File: src/rtl/serial_frame_receiver_xor_check_assert.svh
// assertion macros shared by the serial frame receiver modules
`ifndef SERIAL_FRAME_RECEIVER_XOR_CHECK_ASSERT_SVH
`define SERIAL_FRAME_RECEIVER_XOR_CHECK_ASSERT_SVH
`ifndef NO_ASSERTIONS
`define SFRX_ASSERT_IMP(label, clk, rst_n, ante, cons) \
    label: assert property (@(posedge clk) disable iff (!(rst_n)) (ante) |-> (cons)) \
        else $error("sfrx assertion failed");
`define SFRX_ASSERT_NEXT(label, clk, rst_n, ante, cons) \
    label: assert property (@(posedge clk) disable iff (!(rst_n)) (ante) |=> (cons)) \
        else $error("sfrx assertion failed");
`else
`define SFRX_ASSERT_IMP(label, clk, rst_n, ante, cons)
`define SFRX_ASSERT_NEXT(label, clk, rst_n, ante, cons)
`endif
`endif

File: src/rtl/sfrx_pkg.sv
// types, constants and helpers of the serial frame receiver
package sfrx_pkg;

    localparam int BUFFER_BYTES = 1024;
    localparam int BUF_AW       = $clog2(BUFFER_BYTES);
    localparam int CNT_W        = $clog2(BUFFER_BYTES + 1);
    localparam int MEM_DEPTH    = 2 * BUFFER_BYTES;
    localparam int MEM_AW       = BUF_AW + 1;
    localparam int LEN_W        = 16;
    localparam int LEN_EXT_W    = LEN_W + 1;
    localparam int WLEN_W       = 10;
    localparam int ADDR_W       = 32;
    localparam int ACK_BEATS    = 9;
    localparam int BEAT_W       = $clog2(ACK_BEATS);
    localparam int OUT_W        = 56;

    // frame layout offsets
    localparam int POS_HEAD0      = 0;
    localparam int POS_HEAD1      = 1;
    localparam int POS_CMD        = 2;
    localparam int POS_LEN_HI     = 3;
    localparam int POS_LEN_LO     = 4;
    localparam int POS_PAYLOAD    = 5;
    localparam int POS_ADDR_LAST  = 8;
    localparam int FRAME_OVERHEAD = 8;

    localparam logic [7:0] SYNC_A         = 8'hC5;
    localparam logic [7:0] SYNC_B         = 8'h5C;
    localparam logic [7:0] ACK_LEN_HI     = 8'h00;
    localparam logic [7:0] ACK_LEN_LO     = 8'h01;
    localparam logic [7:0] IDLE_LIMIT_RST = 8'd10;

    localparam logic [7:0] CMD_DATA  = 8'h00;
    localparam logic [7:0] CMD_START = 8'h01;
    localparam logic [7:0] CMD_END   = 8'h02;

    typedef enum logic [2:0] {
        ST_OK     = 3'd0,
        ST_HEAD   = 3'd1,
        ST_CHECK  = 3'd2,
        ST_TAIL   = 3'd3,
        ST_LENGTH = 3'd4
    } t_status;

    typedef enum logic [1:0] {
        CK_IDLE,
        CK_SCAN,
        CK_TAIL
    } t_chk_state;

    typedef struct packed {
        logic             bank;
        logic [CNT_W-1:0] count;
        logic             overflow;
    } t_chk_req;

    typedef struct packed {
        t_status           status;
        logic [7:0]        cmd;
        logic [LEN_W-1:0]  len;
        logic [ADDR_W-1:0] addr;
    } t_chk_res;

    function automatic logic [7:0] ack_byte(input logic [BEAT_W-1:0] beat,
                                            input logic [7:0] cmd,
                                            input t_status status);
        logic [7:0] st8;
        st8 = {5'b0, status};
        case (beat)
            BEAT_W'(0): ack_byte = SYNC_A;
            BEAT_W'(1): ack_byte = SYNC_B;
            BEAT_W'(2): ack_byte = cmd;
            BEAT_W'(3): ack_byte = ACK_LEN_HI;
            BEAT_W'(4): ack_byte = ACK_LEN_LO;
            BEAT_W'(5): ack_byte = st8;
            BEAT_W'(6): ack_byte = cmd ^ ACK_LEN_HI ^ ACK_LEN_LO ^ st8;
            BEAT_W'(7): ack_byte = SYNC_B;
            default:    ack_byte = SYNC_A;
        endcase
    endfunction

endpackage

File: src/rtl/sfrx_check.sv
// frame checker: scans one buffer bank and produces status and decoded fields
`include "serial_frame_receiver_xor_check_assert.svh"
module sfrx_check (
    input  logic                      i_clk,
    input  logic                      i_rst_n,
    input  logic                      i_start,
    input  sfrx_pkg::t_chk_req        i_req,
    output logic                      o_busy,
    output logic                      o_rd_en,
    output logic [sfrx_pkg::MEM_AW-1:0] o_rd_addr,
    input  logic [7:0]                i_rd_data,
    output logic                      o_done,
    output sfrx_pkg::t_chk_res        o_res
);
    import sfrx_pkg::*;

    t_chk_state           r_state;
    t_chk_state           n_state;
    t_chk_req             r_req;
    logic [CNT_W-1:0]     r_p;
    logic [BUF_AW-1:0]    r_q;
    logic                 r_rd_valid;
    logic                 r_len_known;
    logic [7:0]           r_b0;
    logic [7:0]           r_b1;
    logic [7:0]           r_cmd;
    logic [7:0]           r_lhi;
    logic [7:0]           r_llo;
    logic [7:0]           r_chk;
    logic [7:0]           r_t0;
    logic [7:0]           r_t1;
    logic [7:0]           r_xor;
    logic [ADDR_W-1:0]    r_addr;

    logic [LEN_EXT_W-1:0] len_ext;
    logic [LEN_EXT_W-1:0] len_end;
    logic [LEN_EXT_W-1:0] cnt_ext;
    logic [LEN_EXT_W-1:0] p_ext;
    logic [LEN_EXT_W-1:0] q_ext;
    logic                 rd_issue;
    t_status              status;

    assign len_ext = LEN_EXT_W'({r_lhi, r_llo});
    assign len_end = len_ext + LEN_EXT_W'(FRAME_OVERHEAD);
    assign cnt_ext = LEN_EXT_W'(r_req.count);
    assign p_ext   = LEN_EXT_W'(r_p);
    assign q_ext   = LEN_EXT_W'(r_q);

    // stop at the end of the stored bytes, or past the tail once all address bytes are in
    assign rd_issue = (r_state == CK_SCAN) && (r_p < r_req.count)
                      && !(r_len_known && (p_ext >= len_end)
                           && (p_ext > LEN_EXT_W'(POS_ADDR_LAST)));

    always_comb begin
        n_state = r_state;
        unique case (r_state)
            CK_IDLE: begin
                if (i_start) begin
                    n_state = CK_SCAN;
                end
            end
            CK_SCAN: begin
                if (!rd_issue) begin
                    n_state = CK_TAIL;
                end
            end
            CK_TAIL: begin
                n_state = CK_IDLE;
            end
            default: n_state = CK_IDLE;
        endcase
    end

    always_comb begin
        o_busy    = (r_state != CK_IDLE);
        o_done    = (r_state == CK_TAIL);
        o_rd_en   = rd_issue;
        o_rd_addr = {r_req.bank, r_p[BUF_AW-1:0]};
    end

    always_comb begin
        if (r_req.overflow || (r_req.count < CNT_W'(POS_CMD))) begin
            status = ST_LENGTH;
        end else if ((r_b0 != SYNC_A) || (r_b1 != SYNC_B)) begin
            status = ST_HEAD;
        end else if (r_req.count < CNT_W'(POS_PAYLOAD)) begin
            status = ST_LENGTH;
        end else if (len_end > cnt_ext) begin
            status = ST_LENGTH;
        end else if (r_xor != r_chk) begin
            status = ST_CHECK;
        end else if ((r_t0 != SYNC_B) || (r_t1 != SYNC_A)) begin
            status = ST_TAIL;
        end else begin
            status = ST_OK;
        end
    end

    assign o_res = '{status: status, cmd: r_cmd, len: {r_lhi, r_llo}, addr: r_addr};

    always_ff @(posedge i_clk) begin
        if (!i_rst_n) begin
            r_state    <= CK_IDLE;
            r_rd_valid <= 1'b0;
        end else begin
            r_state    <= n_state;
            r_rd_valid <= rd_issue;
        end
    end

    always_ff @(posedge i_clk) begin
        if ((r_state == CK_IDLE) && i_start) begin
            r_req       <= i_req;
            r_p         <= '0;
            r_len_known <= 1'b0;
            r_b0        <= '0;
            r_b1        <= '0;
            r_cmd       <= '0;
            r_lhi       <= '0;
            r_llo       <= '0;
            r_chk       <= '0;
            r_t0        <= '0;
            r_t1        <= '0;
            r_xor       <= '0;
            r_addr      <= '0;
        end else begin
            if (rd_issue) begin
                r_p <= r_p + CNT_W'(1);
                r_q <= r_p[BUF_AW-1:0];
            end
            if (r_rd_valid) begin
                if (q_ext == LEN_EXT_W'(POS_HEAD0)) begin
                    r_b0 <= i_rd_data;
                end
                if (q_ext == LEN_EXT_W'(POS_HEAD1)) begin
                    r_b1 <= i_rd_data;
                end
                if (q_ext == LEN_EXT_W'(POS_CMD)) begin
                    r_cmd <= i_rd_data;
                end
                if (q_ext == LEN_EXT_W'(POS_LEN_HI)) begin
                    r_lhi <= i_rd_data;
                end
                if (q_ext == LEN_EXT_W'(POS_LEN_LO)) begin
                    r_llo       <= i_rd_data;
                    r_len_known <= 1'b1;
                end
                if (q_ext == LEN_EXT_W'(POS_PAYLOAD)) begin
                    r_addr[31:24] <= i_rd_data;
                end
                if (q_ext == LEN_EXT_W'(POS_PAYLOAD + 1)) begin
                    r_addr[23:16] <= i_rd_data;
                end
                if (q_ext == LEN_EXT_W'(POS_PAYLOAD + 2)) begin
                    r_addr[15:8] <= i_rd_data;
                end
                if (q_ext == LEN_EXT_W'(POS_ADDR_LAST)) begin
                    r_addr[7:0] <= i_rd_data;
                end
                // check covers command through the last payload byte
                if ((q_ext >= LEN_EXT_W'(POS_CMD)) && ((q_ext < LEN_EXT_W'(POS_PAYLOAD))
                    || (q_ext < len_ext + LEN_EXT_W'(POS_PAYLOAD)))) begin
                    r_xor <= r_xor ^ i_rd_data;
                end
                if (q_ext >= LEN_EXT_W'(POS_PAYLOAD)) begin
                    if (q_ext == len_ext + LEN_EXT_W'(POS_PAYLOAD)) begin
                        r_chk <= i_rd_data;
                    end
                    if (q_ext == len_ext + LEN_EXT_W'(POS_PAYLOAD + 1)) begin
                        r_t0 <= i_rd_data;
                    end
                    if (q_ext == len_ext + LEN_EXT_W'(POS_PAYLOAD + 2)) begin
                        r_t1 <= i_rd_data;
                    end
                end
            end
        end
    end

    `SFRX_ASSERT_IMP(a_read_in_frame, i_clk, i_rst_n, r_rd_valid, CNT_W'(r_q) < r_req.count)
    `SFRX_ASSERT_IMP(a_drained_at_verdict, i_clk, i_rst_n, r_state == CK_TAIL, !r_rd_valid)
    `SFRX_ASSERT_NEXT(a_start_scans, i_clk, i_rst_n, (r_state == CK_IDLE) && i_start, r_state == CK_SCAN)

endmodule

File: config.mk
export PLATFORM = sky130hd
export DESIGN_NAME = sfrx_check
export DESIGN_NICKNAME = d
export VERILOG_FILES = /design/src/rtl/sfrx_pkg.sv /design/src/rtl/sfrx_check.sv
export VERILOG_INCLUDE_DIRS = /design/src /design/src/rtl
export SDC_FILE = /design/constraint.sdc
export NUM_CORES = 1
export LEC_CHECK = 0
export ABC_AREA = 1
export BUFFER_PORTS_ARGS = -buffer_cell sky130_fd_sc_hd__buf_2
export CELL_PAD_IN_SITES_DETAIL_PLACEMENT = 1
export CELL_PAD_IN_SITES_GLOBAL_PLACEMENT = 2
export CORE_ASPECT_RATIO = 0.6
export CORE_MARGIN = 2
export CORE_UTILIZATION = 37
export CTS_CLUSTER_DIAMETER = 60
export DETAILED_ROUTE_END_ITERATION = 12
export GPL_ROUTABILITY_DRIVEN = 0
export PLACE_DENSITY = 0.87
export SLEW_MARGIN = 5
export SYNTH_ARGS = -nofsm -noshare
export SYNTH_HDL_FRONTEND = slang
export SYNTH_SLANG_ARGS = --single-unit
File: constraint.sdc
create_clock -name i_clk -period 7.1 [get_ports i_clk]
set_clock_uncertainty 0.2 [all_clocks]
set_input_delay 0.71 -clock i_clk [delete_from_list [all_inputs] [get_ports i_clk]]
set_output_delay 0.71 -clock i_clk [all_outputs]
set_load 0.02 [all_outputs]
# After elaboration in Yosys (flattened, before gate mapping)
# Cells that the tools add are included.
# op_classes
order_cmp	10
n_reduce_logical	29
muxes	9
eq_ne	20
add_sub_neg	5
bitwise_logic	2
# ops
cell	count
$add A16 B3 Y17 const B	3
$eq A10 B17 Y1	3
$eq A10 B3 Y1 const B	4
$reduce_and A2 Y1	12
$eq A10 B2 Y1 const B	2
$add A16 B4 Y17 const B	1
$ge A11 B17 Y1	1
$gt A17 B11 Y1	1
$logic_not A17 Y1	1
$lt A10 B17 Y1	1
$ne A8 B7 Y1 const B	2
$ne A8 B8 Y1 const B	2
$mux W3	4
$add A11 B1 Y11 const B	1
$gt A11 B4 Y1 const B	1
$lt A11 B11 Y1	1
$lt A11 B2 Y1 const B	1
$lt A11 B3 Y1 const B	1
$eq A10 B1 Y1 const B	1
$eq A10 B4 Y1 const B	1
$ge A10 B2 Y1 const B	1
$ge A10 B3 Y1 const B	1
$lt A10 B3 Y1 const B	1
$reduce_and A3 Y1	3
other kinds (13)	25
# totals
ff_bits	142
elab_cells	96

# Logic depth before layout (Yosys ltp)
# logic_depth
word_depth	8
ltp_mapped	19
ltp_nobuf	18

# Worst setup path before layout
# OpenSTA, ideal clock, no wires.
# synth_timing
path_type	reg-to-output
startpoint	register r_llo[4]
endpoint	output o_res[56] (netlist bit)
arrival_time_ps	2501
stages_incl_launch_ff	13
setup_slack_ps	3689
path_buffers	0
path_cell_list	dfxtp_1 ha_1 nand3_2 nor2_1 xor2_1 inv_1 ha_1 nand3_1 nor2_1 nand3b_1 nand2_1 nand3_1 a21oi_1
# synth_rtl
element	line_no	rtl
start: declaration	sfrx_check.sv:28	logic [7:0] r_llo;
start signal: assignment	sfrx_check.sv:145	r_llo <= i_rd_data;
end: declaration	sfrx_check.sv:13	output sfrx_pkg::t_chk_res o_res

# Worst setup path after layout
# layout_timing
startpoint	register r_llo[4]
endpoint	output o_rd_en
# layout_via
elab_chain_cells	6
# layout_rtl
element	line_no	rtl
$add A16 B4 Y17	sfrx_check.sv:44	assign len_end = len_ext + LEN_EXT_W'(FRAME_OVERHEAD);
$ge A11 B17 Y1	sfrx_check.sv:51	&& !(r_len_known && (p_ext >= len_end)
$logic_and A1 B1 Y1	sfrx_check.sv:51	
$logic_and A1 B1 Y1	sfrx_check.sv:52	&& (p_ext > LEN_EXT_W'(POS_ADDR_LAST)));
$logic_not A1 Y1	sfrx_check.sv:51	
$logic_and A1 B1 Y1	sfrx_check.sv:51	
end: declaration	sfrx_check.sv:9	output logic o_rd_en,
# Every way passes these cells.

==> flow_summary.json <==
{
  "status": "finished, final reports clean",
  "switching_power_mw": 0.577,
  "critPathBufInv": 2,
  "grt_first_pass_wirelength_um": 45900,
  "vias_per_cell": 5.17,
  "yosysWarnings": 0,
  "antenna_found_initial": 0,
  "worstMarginPinSlew_ns": 1.08,
  "cp-end-kind": "output port",
  "ios": 97,
  "die_area_mm2": 0.0239,
  "synth-edff-count": 23,
  "cp-start-kind": "flip-flop",
  "setup_tns_ns": 0,
  "cts_tree": "done",
  "drv_cap": 0,
  "cts-htree-levels": 4,
  "area.growth.synth_to_final_pct": 15.4,
  "layout.nets": 1278,
  "hold_viol": 0,
  "ant_nets": 0,
  "clock-sinks": 142,
  "fp.dieH_um": 121,
  "synth_area_leaders": "dfxtp_1 (28%), nand2_1 (8.6%), edfxtp_1 (8.2%)",
  "diodes": 0,
  "syn-cell-area_mm2": 0.00838,
  "post_cts_buffers": 0,
  "power_frac_seq_pct": 42.5,
  "worstPathArrival_ns": 3.34,
  "initial_core_util_pct": 37.9,
  "vias": 7900,
  "synth-main-ff-cell": "dfxtp_1",
  "clkLatencyLatePin_ns": 0.45,
  "slowest_stage": "dfxtp_1",
  "async_reset_ff_share_pct": 0,
  "ir_worst_vdd_uv": 179,
  "yosysMostFrequentCell": "nand2_1",
  "crit_required_ns": 6.19,
  "yosysTopAreaCell": "dfxtp_1",
  "total_power_mw": 2.05,
  "pwr_density_cell_mw_per_mm2": 212,
  "wl_um": 29200,
  "final_area_mm2": 0.00967,
  "power_frac_comb_pct": 10.7,
  "ctsResizeCount": 0,
  "drc": 0,
  "post-dp-hpwl_um": 22200,
  "p_clk_share_pct": 46.9,
  "port-buffer-count": 96,
  "worstPathMaxFanout": 14,
  "fin_cells": 1529,
  "swShare_pct": 28.2,
  "cp_top_family": "simple AND/OR/NAND/NOR gates",
  "grt_max_degree": 91,
  "fin_crit_sh_pct": 59.8,
  "netlist_top_cells_count": "nand2_1 (193), inv_1 (134), dfxtp_1 (119)",
  "synth_nets": 1202,
  "max_stage_delay_ns": 0.56,
  "clkSlewWorstSetupHoldPaths_ns": 0.07,
  "wl_per_cell_um": 19.1,
  "worstPathCellList": "ha_1 -> nand3_2 -> nor2_1 -> xor2_1 -> ha_1 -> nand3_1 -> nor2_1 -> nand2_1 -> nand3_2 -> nand2_4 -> nand2_4 -> inv_1 -> buf_2",
  "core-area_mm2": 0.0221,
  "drive_above_1_share_pct": 15.7,
  "holdWs_ns": 0.231,
  "max_freq_mhz": 236,
  "drv_slew": 0,
  "rsz0062_at_grt": "no",
  "finalCriticalPeriod_ns": 4.25,
  "grt_usage_pct": 25.5,
  "drt_iter0_drc": 502,
  "ctsHoldBuffers": 0,
  "p_int_mw": 1.47,
  "place_area_mm2": 0.00904,
  "setup_viol": 0,
  "num_rows": 42,
  "yosysSeqAreaShare_pct": 36.7,
  "p_leak_nw": 4.47,
  "ys_types": 46,
  "drt_first_pass_iters": 4,
  "hold_path_class": "in -> reg",
  "path_class": "reg -> out",
  "slew_headroom_pct": 28.0,
  "synth_top_area_share_pct": 28.4,
  "cts_root_buf": "clkbuf_16",
  "netlist_instances": 1132,
  "dp_cells": 1497,
  "globalRoute.totalOverflow": 0,
  "grt_pass1_vias": 7843,
  "synth-seq-cells": 142,
  "cts_made_buffers": 17,
  "avgSynthCellArea_um2": 7.40,
  "die_width_um": 198,
  "cts.path.max_buffers": 2
}
## layout make-up
class | count | area, um^2
clock inverters | 12 | 145
well taps | 308 | 385
inverters | 147 | 552
fillers | 2822 | 12500
multi-input cells | 799 | 4520
flip-flops and latches | 142 | 3070
clock buffers | 20 | 479
repair buffers | 101 | 518
## cells in the final DEF, fill, tap and decap left out, types with 3 or more instances in the layout
cell type,n
nand3_1,72
buf_4,5
edfxtp_1,23
nor2_1,116
nand2_2,16
a21oi_2,8
xnor2_1,8
nor3_1,16
nor4_1,8
inv_1,134
o21bai_1,3
clkinv_4,3
nor2_4,5
nand4_1,39
buf_2,96
clkbuf_16,19
o21ai_0,86
nand3_2,4
clkinv_1,7
nand2_4,5
a21oi_1,90
inv_2,6
or2_2,4
ha_1,46
dfxtp_1,119
inv_6,4
nor2_2,4
xor2_1,46
nand2_1,192
a211oi_1,9
## cells by family (layout without fill, tap and decap cells)
logic type,count (synthesis),in the layout,synth area share [%]
simple gates,491,491,27.7
xor+xnor,54,54,5.65
buf+inv,191,280,9.60
fa+ha+maj,46,46,6.87
flops,142,142,36.7
compound gates,208,208,13.5
## power by group through the flow
stage                     logic [mW]  clock network, mW  registers (mW)
after floorplan                0.150                  0           0.875
after global placement         0.211                  0           0.886
after detailed placement       0.215                  0           0.887
after CTS                      0.217              0.970           0.869
after global routing           0.243               1.01           0.872
final                          0.218              0.959           0.869
## per-layer routing
layer	vias to the layer above	GRT usage [%]	part of all wire (%)
met2	179	34.0	38
met1	3799	40.5	55
met3	25	5.63	5.8
met5	-	0	0
li1	3897	-	-
met4	0	5.87	1.3
## registers in the layout, summed over array words and instances, names as in the netlist
name	count
cnt_ext	11
r_t0	8
r_b1	8
r_xor	8
r_rd_valid	1
r_cmd	8
r_req	1
o_rd_addr	1
r_p	11
r_len_known	1
r_lhi	8
r_llo	8
r_state	2
r_addr	32
r_chk	8
r_t1	8
r_b0	8
r_q	10
## final timing paths
path	startpoint	endpoint	slack, ns	cells after the start
worst max-delay path	r_llo[4]	o_rd_en	2.85	13
worst min register to register	r_len_known	r_len_known	0.28	2
worst min-delay path	i_req[7]	cnt_ext[6]	0.23	1
worst max register to register	r_llo[2]	r_xor[5]	3.48	16
## metrics by stage
step	util (%)	worst slack [ns]
floorplan	-	3.69
CTS	43.7	2.85
finish	43.7	2.85
global route	43.7	2.54
detailed placement	40.9	3.33
global placement	40.9	3.44
Power figures use the tool's default switching activity.
